[src/hdl/upb_pkg.sv]
// ---------------------------------------------------------------------------
// upb_pkg
// Shared constants and controller/datapath interface types for the UDP/IPv4
// packet builder.
// ---------------------------------------------------------------------------
`default_nettype none

package upb_pkg;

	localparam int PAYLOAD_CAPACITY = 484;
	localparam int HDR_BYTES        = 28;
	localparam int PKT_MAX          = HDR_BYTES + PAYLOAD_CAPACITY;
	localparam int WORD_BYTES       = 8;
	localparam int ROW_COUNT        = (PKT_MAX + WORD_BYTES - 1) / WORD_BYTES;
	localparam int ROW_W            = $clog2(ROW_COUNT);
	localparam int COUNT_W          = $clog2(PAYLOAD_CAPACITY + 1);
	localparam int LEN_W            = $clog2(PKT_MAX + 1);
	localparam int PKT_IDX_W        = $clog2(PKT_MAX);

	localparam logic [7:0] VER_IHL   = 8'h45;
	localparam logic [7:0] TTL_VALUE = 8'd128;
	localparam logic [7:0] PROTO_UDP = 8'h11;

	// Checksum sequencer: header terms on steps 0..8, two folds after that.
	localparam int          SUM_STEP_W    = 4;
	localparam logic [SUM_STEP_W-1:0] SUM_LAST_STEP = 4'd10;

	localparam logic [1:0] ACT_APPEND      = 2'd0;
	localparam logic [1:0] ACT_APPEND_SEND = 2'd1;
	localparam logic [1:0] ACT_SEND        = 2'd2;

	localparam logic [1:0] REG_SRC_ADDR = 2'd0;
	localparam logic [1:0] REG_DST_ADDR = 2'd1;
	localparam logic [1:0] REG_SRC_PORT = 2'd2;
	localparam logic [1:0] REG_DST_PORT = 2'd3;

	typedef struct packed {
		logic append;
		logic sum_step;
		logic emit;
		logic clear;
	} ctrl_cmd_t;

	typedef struct packed {
		logic sum_last;
		logic emit_last;
	} dp_status_t;

endpackage

`default_nettype wire

[src/hdl/upb_ctrl.sv]
// ---------------------------------------------------------------------------
// upb_ctrl
// Controller state machine: decodes accepted items and sequences the
// checksum steps, the word emission and the final buffer clear.
// ---------------------------------------------------------------------------
`default_nettype none

module upb_ctrl (
	input  wire logic                clk,
	input  wire logic                arst_n,
	input  wire logic                start,
	input  wire logic [1:0]          action,
	input  wire upb_pkg::dp_status_t status,
	output logic                     busy,
	output upb_pkg::ctrl_cmd_t       cmd
);

	typedef enum logic [1:0] {
		ST_IDLE,
		ST_SUM,
		ST_EMIT,
		ST_FLUSH
	} state_t;

	state_t state_q;
	state_t state_d;

	always_comb begin
		state_d = state_q;
		cmd     = '0;
		case (state_q)
			ST_IDLE: begin
				if (start) begin
					cmd.append = action inside {upb_pkg::ACT_APPEND, upb_pkg::ACT_APPEND_SEND};
					if (action inside {upb_pkg::ACT_APPEND_SEND, upb_pkg::ACT_SEND}) begin
						state_d = ST_SUM;
					end
				end
			end
			ST_SUM: begin
				cmd.sum_step = 1'b1;
				if (status.sum_last) begin
					state_d = ST_EMIT;
				end
			end
			ST_EMIT: begin
				cmd.emit = 1'b1;
				if (status.emit_last) begin
					state_d = ST_FLUSH;
				end
			end
			ST_FLUSH: begin
				// The last word is being assembled; the buffer empties at this edge.
				cmd.clear = 1'b1;
				state_d   = ST_IDLE;
			end
			default: begin
				state_d = ST_IDLE;
			end
		endcase
	end

	always_ff @(posedge clk or negedge arst_n) begin
		if (!arst_n) begin
			state_q <= ST_IDLE;
		end else begin
			state_q <= state_d;
		end
	end

	assign busy = (state_q != ST_IDLE);

endmodule

`default_nettype wire

[src/hdl/upb_datapath.sv]
// ---------------------------------------------------------------------------
// upb_datapath
// Payload store in eight byte lanes, running sum, checksum accumulator,
// header assembly and the two-stage word read and output registers.
// ---------------------------------------------------------------------------
`default_nettype none

module upb_datapath (
	input  wire logic               clk,
	input  wire logic               arst_n,
	input  wire upb_pkg::ctrl_cmd_t cmd,
	output upb_pkg::dp_status_t     status,
	input  wire logic [7:0]         payload_byte,
	input  wire logic               wr_en,
	input  wire logic [1:0]         wr_index,
	input  wire logic [31:0]        wr_data,
	output logic                    strobe,
	output logic [63:0]             packet_word,
	output logic [3:0]              bytes_valid,
	output logic                    last_word,
	output logic                    truncated
);

	localparam int WB = upb_pkg::WORD_BYTES;
	localparam logic [upb_pkg::SUM_STEP_W-1:0] STEP_FOLD_HI  = 4'd9;
	localparam logic [upb_pkg::SUM_STEP_W-1:0] STEP_FOLD_END = upb_pkg::SUM_LAST_STEP;

	logic [31:0] src_addr_q;
	logic [31:0] dst_addr_q;
	logic [15:0] src_port_q;
	logic [15:0] dst_port_q;

	logic [upb_pkg::COUNT_W-1:0] count_q;
	logic [31:0]                 sum_q;
	logic                        ovf_q;

	logic [upb_pkg::SUM_STEP_W-1:0] step_q;
	logic [31:0]                    acc_q;
	logic [15:0]                    cks_q;

	logic [upb_pkg::ROW_W-1:0] word_q;
	logic [upb_pkg::ROW_W-1:0] word_s1;
	logic                      vld_s1;
	logic [7:0]                rd_s1 [WB];

	logic [upb_pkg::LEN_W-1:0]     total_len;
	logic [upb_pkg::LEN_W-1:0]     udp_len;
	logic [upb_pkg::PKT_IDX_W-1:0] wr_pos;
	logic                          space_ok;
	logic                          do_write;
	logic [upb_pkg::LEN_W-1:0]     issue_rem;
	logic [upb_pkg::LEN_W-1:0]     out_rem;
	logic [15:0]                   sum_term;
	logic [15:0]                   fold_sum;
	logic [223:0]                  hdr;
	logic [63:0]                   mem_word;
	logic [63:0]                   raw_word;
	logic [63:0]                   word_d;
	logic [3:0]                    bv_d;

	always_ff @(posedge clk or negedge arst_n) begin
		if (!arst_n) begin
			src_addr_q <= '0;
			dst_addr_q <= '0;
			src_port_q <= '0;
			dst_port_q <= '0;
		end else if (wr_en) begin
			case (wr_index)
				upb_pkg::REG_SRC_ADDR: src_addr_q <= wr_data;
				upb_pkg::REG_DST_ADDR: dst_addr_q <= wr_data;
				upb_pkg::REG_SRC_PORT: src_port_q <= wr_data[15:0];
				upb_pkg::REG_DST_PORT: dst_port_q <= wr_data[15:0];
				default: ;
			endcase
		end
	end

	assign total_len = upb_pkg::LEN_W'(count_q) + upb_pkg::LEN_W'(upb_pkg::HDR_BYTES);
	assign udp_len   = upb_pkg::LEN_W'(count_q) + upb_pkg::LEN_W'(WB);
	assign space_ok  = (count_q < upb_pkg::COUNT_W'(upb_pkg::PAYLOAD_CAPACITY));
	assign do_write  = cmd.append && space_ok;
	// Payload is stored at its packet offset, so word k reads row k of every lane.
	assign wr_pos    = upb_pkg::PKT_IDX_W'(total_len);

	always_ff @(posedge clk or negedge arst_n) begin
		if (!arst_n) begin
			count_q <= '0;
			sum_q   <= '0;
			ovf_q   <= 1'b0;
		end else if (cmd.clear) begin
			count_q <= '0;
			sum_q   <= '0;
			ovf_q   <= 1'b0;
		end else if (cmd.append) begin
			if (space_ok) begin
				count_q <= count_q + 1'b1;
				if (count_q[0]) begin
					sum_q <= sum_q + {24'd0, payload_byte};
				end else begin
					sum_q <= sum_q + {16'd0, payload_byte, 8'd0};
				end
			end else begin
				ovf_q <= 1'b1;
			end
		end
	end

	for (genvar i = 0; i < WB; i++) begin : g_lane
		logic [7:0] lane_mem [upb_pkg::ROW_COUNT];

		always_ff @(posedge clk) begin
			if (do_write && (wr_pos[2:0] == 3'(i))) begin
				lane_mem[wr_pos[upb_pkg::PKT_IDX_W-1:3]] <= payload_byte;
			end
			if (cmd.emit) begin
				rd_s1[i] <= lane_mem[word_q];
			end
		end
	end

	always_comb begin
		case (step_q)
			4'd0:    sum_term = src_addr_q[31:16];
			4'd1:    sum_term = src_addr_q[15:0];
			4'd2:    sum_term = dst_addr_q[31:16];
			4'd3:    sum_term = dst_addr_q[15:0];
			4'd4:    sum_term = {8'd0, upb_pkg::PROTO_UDP};
			4'd5:    sum_term = 16'(udp_len);
			4'd6:    sum_term = src_port_q;
			4'd7:    sum_term = dst_port_q;
			4'd8:    sum_term = 16'(udp_len);
			default: sum_term = '0;
		endcase
	end

	assign fold_sum = acc_q[15:0] + {15'd0, acc_q[16]};

	always_ff @(posedge clk or negedge arst_n) begin
		if (!arst_n) begin
			step_q <= '0;
		end else if (cmd.sum_step) begin
			step_q <= step_q + 1'b1;
		end else begin
			step_q <= '0;
		end
	end

	always_ff @(posedge clk) begin
		if (cmd.sum_step) begin
			if (step_q == '0) begin
				acc_q <= sum_q + {16'd0, sum_term};
			end else if (step_q == STEP_FOLD_HI) begin
				acc_q <= {16'd0, acc_q[31:16]} + {16'd0, acc_q[15:0]};
			end else if (step_q == STEP_FOLD_END) begin
				// A checksum of zero goes out as all ones.
				cks_q <= (fold_sum == 16'hFFFF) ? 16'hFFFF : ~fold_sum;
			end else begin
				acc_q <= acc_q + {16'd0, sum_term};
			end
		end
	end

	assign status.sum_last  = (step_q == upb_pkg::SUM_LAST_STEP);
	assign issue_rem        = total_len - upb_pkg::LEN_W'({word_q, 3'b000});
	assign status.emit_last = (issue_rem <= upb_pkg::LEN_W'(WB));

	always_ff @(posedge clk or negedge arst_n) begin
		if (!arst_n) begin
			word_q <= '0;
			vld_s1 <= 1'b0;
		end else begin
			vld_s1 <= cmd.emit;
			if (cmd.emit) begin
				word_q <= word_q + 1'b1;
			end else begin
				word_q <= '0;
			end
		end
	end

	always_ff @(posedge clk) begin
		if (cmd.emit) begin
			word_s1 <= word_q;
		end
	end

	assign hdr = {upb_pkg::VER_IHL, 8'd0, 16'(total_len), 32'd0,
		upb_pkg::TTL_VALUE, upb_pkg::PROTO_UDP, 16'd0,
		src_addr_q, dst_addr_q, src_port_q, dst_port_q, 16'(udp_len), cks_q};

	assign out_rem = total_len - upb_pkg::LEN_W'({word_s1, 3'b000});

	always_comb begin
		for (int i = 0; i < WB; i++) begin
			mem_word[63-8*i -: 8] = rd_s1[i];
		end
		case (word_s1)
			6'd0:    raw_word = hdr[223:160];
			6'd1:    raw_word = hdr[159:96];
			6'd2:    raw_word = hdr[95:32];
			6'd3:    raw_word = {hdr[31:0], mem_word[31:0]};
			default: raw_word = mem_word;
		endcase
		bv_d = (out_rem > upb_pkg::LEN_W'(WB)) ? 4'd8 : out_rem[3:0];
		// Lanes past the end of the packet hold stale bytes and are cleared.
		for (int i = 0; i < WB; i++) begin
			word_d[63-8*i -: 8] = (4'(i) < bv_d) ? raw_word[63-8*i -: 8] : 8'd0;
		end
	end

	always_ff @(posedge clk or negedge arst_n) begin
		if (!arst_n) begin
			strobe <= 1'b0;
		end else begin
			strobe <= vld_s1;
		end
	end

	always_ff @(posedge clk) begin
		if (vld_s1) begin
			packet_word <= word_d;
			bytes_valid <= bv_d;
			last_word   <= (out_rem <= upb_pkg::LEN_W'(WB));
			truncated   <= ovf_q;
		end
	end

endmodule

`default_nettype wire

[src/hdl/udp_ipv4_packet_builder.sv]
// ---------------------------------------------------------------------------
// udp_ipv4_packet_builder
// Collects payload bytes and sends them as a UDP/IPv4 packet in 64-bit
// big-endian words with a computed UDP checksum.
// ---------------------------------------------------------------------------
//  channel   handshake            payload
//  input     start, busy          action, payload_byte
//  result    strobe (no stall)    packet_word, bytes_valid, last_word, truncated
//  config    wr_en                wr_index, wr_data
//
// An append item does not make the block busy; the next item may follow at once.
// A send keeps busy high for eleven checksum sequencer steps, one payload-store
// row read for each of the W = ceil((28 + payload bytes) / 8) words and a
// flush state. Words appear on consecutive cycles through the row-read and
// output registers, the last one in the first cycle after busy falls. Reset
// clears all control state; the payload store needs no clearing pass.
`default_nettype none

module udp_ipv4_packet_builder (
	input  wire logic        clk,
	input  wire logic        arst_n,
	input  wire logic        start,
	output logic             busy,
	input  wire logic [1:0]  action,
	input  wire logic [7:0]  payload_byte,
	input  wire logic        wr_en,
	input  wire logic [1:0]  wr_index,
	input  wire logic [31:0] wr_data,
	output logic             strobe,
	output logic [63:0]      packet_word,
	output logic [3:0]       bytes_valid,
	output logic             last_word,
	output logic             truncated
);

	upb_pkg::ctrl_cmd_t  cmd;
	upb_pkg::dp_status_t status;

	upb_ctrl u_ctrl (
		.clk    (clk),
		.arst_n (arst_n),
		.start  (start),
		.action (action),
		.status (status),
		.busy   (busy),
		.cmd    (cmd)
	);

	upb_datapath u_dp (
		.clk          (clk),
		.arst_n       (arst_n),
		.cmd          (cmd),
		.status       (status),
		.payload_byte (payload_byte),
		.wr_en        (wr_en),
		.wr_index     (wr_index),
		.wr_data      (wr_data),
		.strobe       (strobe),
		.packet_word  (packet_word),
		.bytes_valid  (bytes_valid),
		.last_word    (last_word),
		.truncated    (truncated)
	);

endmodule

`default_nettype wire

[config.mk]
export PLATFORM = sky130hd
export DESIGN_NAME = udp_ipv4_packet_builder
export DESIGN_NICKNAME = d
export VERILOG_FILES = /design/src/hdl/upb_pkg.sv /design/src/hdl/upb_ctrl.sv /design/src/hdl/upb_datapath.sv /design/src/hdl/udp_ipv4_packet_builder.sv
export SDC_FILE = /design/constraint.sdc
export NUM_CORES = 2
export LEC_CHECK = 0
export ABC_AREA = 0
export BUFFER_PORTS_ARGS = -buffer_cell sky130_fd_sc_hd__buf_4
export CAP_MARGIN = 20
export CELL_PAD_IN_SITES_DETAIL_PLACEMENT = 1
export CELL_PAD_IN_SITES_GLOBAL_PLACEMENT = 2
export CORE_MARGIN = 2
export CORE_UTILIZATION = 40
export CTS_BUF_LIST = sky130_fd_sc_hd__clkbuf_2 sky130_fd_sc_hd__clkbuf_4 sky130_fd_sc_hd__clkbuf_8
export CTS_CLUSTER_DIAMETER = 80
export DETAILED_ROUTE_END_ITERATION = 16
export PLACE_DENSITY = 0.64
export SLEW_MARGIN = 5
export SYNTH_ARGS = -nofsm -noshare
export SYNTH_HDL_FRONTEND = slang
export SYNTH_MEMORY_MAX_BITS = 65536
export SYNTH_SLANG_ARGS = --single-unit
[constraint.sdc]
create_clock -name clk -period 4.95 [get_ports clk]
set_input_delay 0.495 -clock clk [delete_from_list [all_inputs] [get_ports clk]]
set_output_delay 0.495 -clock clk [all_outputs]
set_load 0.01 [all_outputs]
; Word level (Yosys, flattened, before mapping)
; Memory sizes are Yosys's and may differ from the RTL's.
; Cells that the tools add are included.
[totals]
output_inout_bits = 72
romBits = 0
word_cells = 174
ram_bits = 4160
mem_count = 9
reg_bits = 276
latchBits = 0
[mem_list]
columns = name, words, word_bits, read_ports, rd_clocked_by_memory_dff, write_ports, line_no
row1 = u_dp.g_lane[0].lane_mem, 64, 8, 1, 0, 1, upb_datapath.sv:109  ; logic [7:0] lane_mem [upb_pkg::ROW_COUNT];
row2 = u_dp.g_lane[1].lane_mem, 64, 8, 1, 0, 1, upb_datapath.sv:109
row3 = u_dp.g_lane[2].lane_mem, 64, 8, 1, 0, 1, upb_datapath.sv:109
row4 = u_dp.g_lane[3].lane_mem, 64, 8, 1, 0, 1, upb_datapath.sv:109
row5 = u_dp.g_lane[4].lane_mem, 64, 8, 1, 0, 1, upb_datapath.sv:109
row6 = u_dp.g_lane[5].lane_mem, 64, 8, 1, 0, 1, upb_datapath.sv:109
row7 = +3 memories, -, -, -, -, -, -
[classes]
order_cmp = 12
n_addsub = 13
shifts = 0
n_reduce_logical = 30
mul = 0
n_div = 0
mux = 46
bitwise = 3
eq_ne = 35
[ops]
columns = cell, count
row1 = case mux 64 bit (4 select lines), 1
row2 = two-way mux 32 bit, 7
row3 = case mux 16 bit (8 select lines), 1
row4 = adder 32 x 16 -> 32 bit, 3
row5 = adder 32 x 8 -> 32 bit, 1
row6 = two-way mux 9 bit, 3
row7 = two-way mux 1 bit, 26
row8 = "<= comparator 10 x 4 -> 1 bit, second input constant", 2
row9 = subtractor 10 x 9 -> 10 bit, 2
row10 = adder 16 x 16 -> 17 bit, 1
row11 = adder 16 x 1 -> 16 bit, 1
row12 = "equality test 16 bit, second input constant", 1
row13 = "equality test 4 x 3 -> 1 bit, second input constant", 4
row14 = "less-than comparator 3 x 4 -> 1 bit, first input constant", 4
row15 = inverter 16 bit, 1
row16 = AND reduction 2 bit, 7
row17 = "equality test 3 bit, second input constant", 4
row18 = "equality test 4 bit, second input constant", 3
row19 = "equality test 6 x 2 -> 1 bit, second input constant", 2
row20 = "adder 9 x 4 -> 10 bit, second input constant", 1
row21 = "adder 9 x 5 -> 10 bit, second input constant", 1
row22 = "equality test 2 bit, second input constant", 5
row23 = "greater-than comparator 10 x 4 -> 1 bit, second input constant", 1
row24 = nonzero test 2 bit, 5
row25 = 27 further kinds, 52

; Longest topological paths before layout
[logic_depth]
depth_word = 8
ltp_mapped = 22

; Hierarchy
; From an unflattened synthesis, not the netlist that was laid out.
[hier_totals]
hier_cells = 8316
hier_area_um2 = 176991.0
[by_module_without_submodules]
columns = mod, seq_area_each_um2, area_per_inst_um2, n_inst, cells_each
row1 = upb_datapath, 132397.0, 176778.3, 1, 8294
row2 = upb_ctrl, 50.0, 212.7, 1, 22

; Worst setup path before layout
; No wires, ideal clock.
[synth_timing]
path_kind = register to register
start = register u_dp.count_q[4] (netlist name)
end = register u_dp.packet_word[63], data pin
n_path_buf = 2
slack_ns = 0.627
path_stages_with_launch = 17
setup_time_ns = 0.293
period_less_slack_ns = 4.323
arrival_time_ns = 4.030
path_cell_list = dfrtp_1 clkbuf_1 inv_1 ha_1 a21boi_0 xor2_1 inv_1 ha_1 xor2_1 a2111oi_0 nand2_1 nor3_1 and2_1 buf_2 inv_1 nor4_1 nor3_1
[synth_via]
elab_chain_len = 5
[synth_lines]
columns = element, line_no
row1 = from (decl), upb_datapath.sv:33  ; logic [upb_pkg::COUNT_W-1:0] count_q;
row2 = from (signal assigned), upb_datapath.sv:96  ; count_q <= count_q + 1'b1;
row3 = adder 9 x 5 -> 10 bit, upb_datapath.sv:78  ; assign total_len = upb_pkg::LEN_W'(count_q) + upb_pkg::LEN_W'(upb_pkg::HDR_BYTES);
row4 = subtractor 10 x 9 -> 10 bit, upb_datapath.sv:191  ; assign out_rem = total_len - upb_pkg::LEN_W'({word_s1, 3'b000});
row5 = greater-than comparator 10 x 4 -> 1 bit, upb_datapath.sv:204  ; bv_d = (out_rem > upb_pkg::LEN_W'(WB)) ? 4'd8 : out_rem[3:0];
row6 = two-way mux 4 bit, upb_datapath.sv:204
row7 = via u_dp.bv_d[3], upb_datapath.sv:59  ; logic [3:0] bv_d;
row8 = less-than comparator 1 x 4 -> 1 bit, upb_datapath.sv:207  ; word_d[63-8*i -: 8] = (4'(i) < bv_d) ? raw_word[63-8*i -: 8] : 8'd0;
row9 = to (signal assigned), upb_datapath.sv:221  ; packet_word <= word_d;
row10 = to (decl), upb_datapath.sv:18  ; output logic [63:0] packet_word,
; The timed path passes the listed nets, and every way through them passes these cells.
; A chain may end at the register's enable or synchronous reset.

; Worst setup path in the final report
[layout_timing]
start = register u_dp.step_q[0] (netlist name)
end = register u_dp.acc_q[28], data pin
[layout_via]
elab_chain_len = 7
elab_cells_between_ends = 17
[layout_lines]
columns = element, line_no
row1 = from (decl), upb_datapath.sv:37  ; logic [upb_pkg::SUM_STEP_W-1:0] step_q;
row2 = from (signal assigned), upb_datapath.sv:142  ; step_q <= step_q + 1'b1;
row3 = equality test 4 x 3 -> 1 bit or equality test 4 bit (tied branches), upb_datapath.sv:122  ; case (step_q)
row4 = OR reduction 2 bit (no line), -
row5 = case mux 16 bit (8 select lines), upb_datapath.sv:122
row6 = adder 32 x 16 -> 32 bit, upb_datapath.sv:158  ; acc_q <= acc_q + {16'd0, sum_term};
row7 = two-way mux 32 bit, upb_datapath.sv:154  ; end else if (step_q == STEP_FOLD_END) begin
row8 = two-way mux 32 bit, upb_datapath.sv:152  ; end else if (step_q == STEP_FOLD_HI) begin
row9 = two-way mux 32 bit (*), upb_datapath.sv:150  ; if (step_q == '0) begin
row10 = to (signal assigned), upb_datapath.sv:151  ; acc_q <= sum_q + {16'd0, sum_term};
row11 = to (signal assigned), upb_datapath.sv:153  ; acc_q <= {16'd0, acc_q[31:16]} + {16'd0, acc_q[15:0]};
row12 = to (signal assigned), upb_datapath.sv:158
row13 = to (decl), upb_datapath.sv:38  ; logic [31:0] acc_q;
; Mark *: on every way between the ends. The rest lies on a longest branch, timed or not. The select of a mux whose other input is x is not followed.

==> insert_results.sql <==
INSERT INTO impl_metrics (metric_group, metric, value, unit) VALUES
('sta', 'grt_setup_unrepaired', 'no', ''),
('power_and_ir_drop', 'power_switching', '28500', 'uW'),
('cts', 'cts.root.buffer_cell', 'clkbuf_8', ''),
('cts', 'cts-htree-levels', '6', ''),
('synthesis', 'synth.cell_area', '0.177', 'mm^2'),
('setup_path', 'crit_buf_inv', '2', ''),
('final_layout', 'drive_gt1_frac', '0.325', ''),
('cts', 'cts_tree', 'yes', ''),
('routing', 'wire_per_inst', '34.0', 'um'),
('setup_path', 'crit_arrival', '5.76', 'ns'),
('synthesis', 'synth_enable_flop_cells', '4284', ''),
('power_and_ir_drop', 'seq_power_share', '0.454', ''),
('cts', 'cts_sinks', '4436', ''),
('sta', 'worstMarginPinSlew', '1.38', 'ns'),
('sta', 'final_min_period_over_clock_period', '0.970', ''),
('power_and_ir_drop', 'cellInternalPower', '68600', 'uW'),
('grt', 'grt_first_pass_wirelength', '747', 'mm'),
('synthesis', 'postSynthAreaPerCell', '21.3', 'um^2'),
('synthesis', 'synth.lib_cells_used.distinct', '87', ''),
('final_layout', 'syn_to_final_growth', '14.5', '%'),
('routing', 'drtPass1Iterations', '6', ''),
('place', 'placement.cell_area', '0.187', 'mm^2'),
('routing', 'count_of_nets_left_with_antenna_violations_after_detail_routing', '0', ''),
('synthesis', 'synth-simple-area-share', '0.0290', ''),
('setup_path', 'cp-start-kind', 'flip-flop', ''),
('cts', 'insertion_delay', '1.27', 'ns'),
('final_layout', 'nNetsFinal', '9320', ''),
('cts', 'cts_setup_buffers', '0', ''),
('grt', 'grt_use_total', '0.237', ''),
('place', 'place_congestion', '0.878', ''),
('power_and_ir_drop', 'power-per-cell-area', '480', 'mW/mm^2'),
('sta', 'finalHoldViolations', '0', ''),
('setup_path', 'timing.reg2reg.worst_path_depth', '17', ''),
('floorplanning', 'placeableCoreArea', '0.439', 'mm^2'),
('synthesis', 'post_synth_fa_ha_maj_area_fraction', '0.00714', ''),
('sta', 'layout_min_cycle_time', '4.80', 'ns'),
('sta', 'max-slew-margin-rel', '0.0814', ''),
('cts', 'worst_setup_hold_path_clk_slew', '0.07', 'ns'),
('status', 'status', 'complete, no violations', ''),
('place', 'detailed_place_hpwl', '340', 'mm'),
('floorplanning', 'die-area', '0.447', 'mm^2'),
('floorplanning', 'num_rows', '243', ''),
('routing', 'post-route-drc-count', '0', ''),
('final_layout', 'final_core_util', '0.461', ''),
('place', 'numPortBuffers', '119', ''),
('cts', 'numCtsBuffers', '730', ''),
('floorplanning', 'die_height', '668', 'um'),
('routing', 'postRouteWirelength', '533', 'mm'),
('sta', 'clock.fmax', '208', 'MHz'),
('routing', 'detailedRoute.firstIterationViolations', '9998', ''),
('grt', 'grt_max_degree', '220', ''),
('final_layout', 'final_area', '0.202', 'mm^2'),
('grt', 'grt_overflow', '0', ''),
('floorplanning', 'start_util', '0.402', ''),
('floorplanning', 'die_w', '668', 'um'),
('setup_path', 'path_depth', '17', ''),
('setup_path', 'cp_max_fo', '11', ''),
('final_layout', 'mostFrequentLayoutCells', 'edfxtp_1 (4,284), mux4_2 (1,344), clkbuf_8 (743)', ''),
('final_layout', 'final_cell_count_no_fill', '15700', ''),
('synthesis', 'muxShareOfSynthArea', '0.179', ''),
('grt', 'grt_pass1_vias', '94200', ''),
('synthesis', 'synth-main-ff-cell', 'edfxtp_1', ''),
('grt', 'number_of_antenna_violations_at_the_first_check_in_global_routing', '46', ''),
('cts', 'cts.path.max_buffers', '4', ''),
('setup_path', 'list_of_cells_traversed_by_the_critical_path', 'inv_1, ha_1, buf_4, a22o_1, a32o_2, or3_1, xor2_1, ha_1, o31a_1, a31o_1, a2111oi_4, nor4b_1, o41a_1, a21bo_2, nand2_1, xor2_1, o22ai_1', ''),
('sta', 'totalNegativeSetupSlack', '0', 'ns'),
('synthesis', 'synth_top_family_by_area', 'multiplexers', ''),
('power_and_ir_drop', 'max-vdd-ir-drop', '0.287', 'mV'),
('synthesis', 'synthArstFlopShare', '0.0343', ''),
('synthesis', 'synth_compound_gate_area_share', '0.0171', ''),
('synthesis', 'net_count_of_the_mapped_netlist', '8440', '');
==> power groups by stage <==
| stage | logic (uW) | clock network [uW] | registers [uW] |
|---|---|---|---|
| finish | 21700 | 31300 | 44100 |
| global placement | 21600 | 0 | 44800 |
| CTS | 22000 | 31900 | 44100 |
| global route | 23100 | 33400 | 44100 |
| detailed placement | 21900 | 0 | 44900 |
| floorplan | 13700 | 0 | 43800 |
==> cell type report <==
| cell class | instances | area [um^2] |
|---|---|---|
| multi-input combinational | 3347 | 42300 |
| tap | 5880 | 7360 |
| inverter | 65 | 256 |
| timing repair buffer | 595 | 5750 |
| fill | 40100 | 237000 |
| clock inverter | 327 | 1930 |
| antenna | 29 | 72.6 |
| clock buffer | 992 | 12100 |
| sequential | 4436 | 132000 |
==> state kept, by name, summed over array words and instances, names as in the netlist <==
signal / cells
u_ctrl.state_q: 2
u_dp.acc_q: 32
u_dp.bytes_valid: 4
u_dp.cks_q: 16
u_dp.count_q: 9
u_dp.dst_addr_q: 32
u_dp.dst_port_q: 16
u_dp.g_lane.lane_mem: 4096
u_dp.last_word: 1
u_dp.ovf_q: 1
u_dp.packet_word: 64
u_dp.rd_s1: 64
u_dp.src_addr_q: 32
u_dp.src_port_q: 16
u_dp.step_q: 4
u_dp.strobe: 1
u_dp.sum_q: 32
u_dp.truncated: 1
u_dp.vld_s1: 1
u_dp.word_q: 6
u_dp.word_s1: 6
==> worst reg2reg max path, cell delays in order (launching register included) <==
cell	delay (ns)
dfrtp_2	0.41
inv_1	0.09
ha_1	0.21
buf_4	0.18
a22o_1	0.25
a32o_2	0.32
or3_1	0.47
xor2_1	0.18
ha_1	0.25
o31a_1	0.32
a31o_1	0.22
a2111oi_4	0.34
nor4b_1	0.13
o41a_1	0.43
a21bo_2	0.30
nand2_1	0.09
xor2_1	0.19
o22ai_1	0.11
==> cells by family after synthesis <==
family,Yosys count
compound gates,445
xor+xnor,125
fa+ha+maj,98
buf+inv,512
flops,4436
mux,1467
simple gates,1212
==> what timing repair did <==
item,4_1_cts,5_1_grt
hold buffers,84,0
endpoints found under the setup margin,0,26
resized for setup,0,6
hold endpoints to repair,823,0
==> per-layer routing <==
layer | track usage | wire length, um
met5 | 0 | 38
met2 | 0.374 | 253000
met1 | 0.336 | 224000
met4 | 0.0775 | 17800
met3 | 0.0432 | 39100
==> synthesized netlist by cell type (62+ instances only) <==
master    count  area, um^2
edfxtp_1   4284      129000
mux4_2     1344       30300
nor2_1      691        2590
clkbuf_1    349        1310
nand2_1     253         950
dfrtp_1     152        3800
a21oi_1     127         636
mux2_2      120        1350
ha_1         92        1150
buf_1        88         330
o21ai_0      82         410
xnor2_1      78         683
nand3_1      69         345
inv_1        62         233
==> final timing paths <==
kind	startpoint	endpoint	slack (ns)
worst max register to register	u_dp.step_q[0]	u_dp.acc_q[28]	0.15
min in group asynchronous	arst_n	u_dp.dst_addr_q[0]	0.37
worst max-delay path	u_dp.step_q[0]	u_dp.acc_q[28]	0.15
max in group asynchronous	arst_n	u_dp.src_port_q[11]	4.02
worst min-delay path	wr_data[0]	u_dp.src_port_q[0]	0.14
worst min register to register	u_dp.ovf_q	u_dp.truncated	0.47
==> per-stage QoR <==
stage               worst slack [ns]  hold WS (ns)  total power, uW
finish                         0.150         0.144            97100
global route                  0.0176        0.0922           101000
CTS                           0.0665        0.0224            98000
detailed placement             0.133         0.463            66700
global placement               0.118         0.448            66500
floorplan                      0.627         0.199            57500
Note: power is estimated with default switching activity, not from simulation.
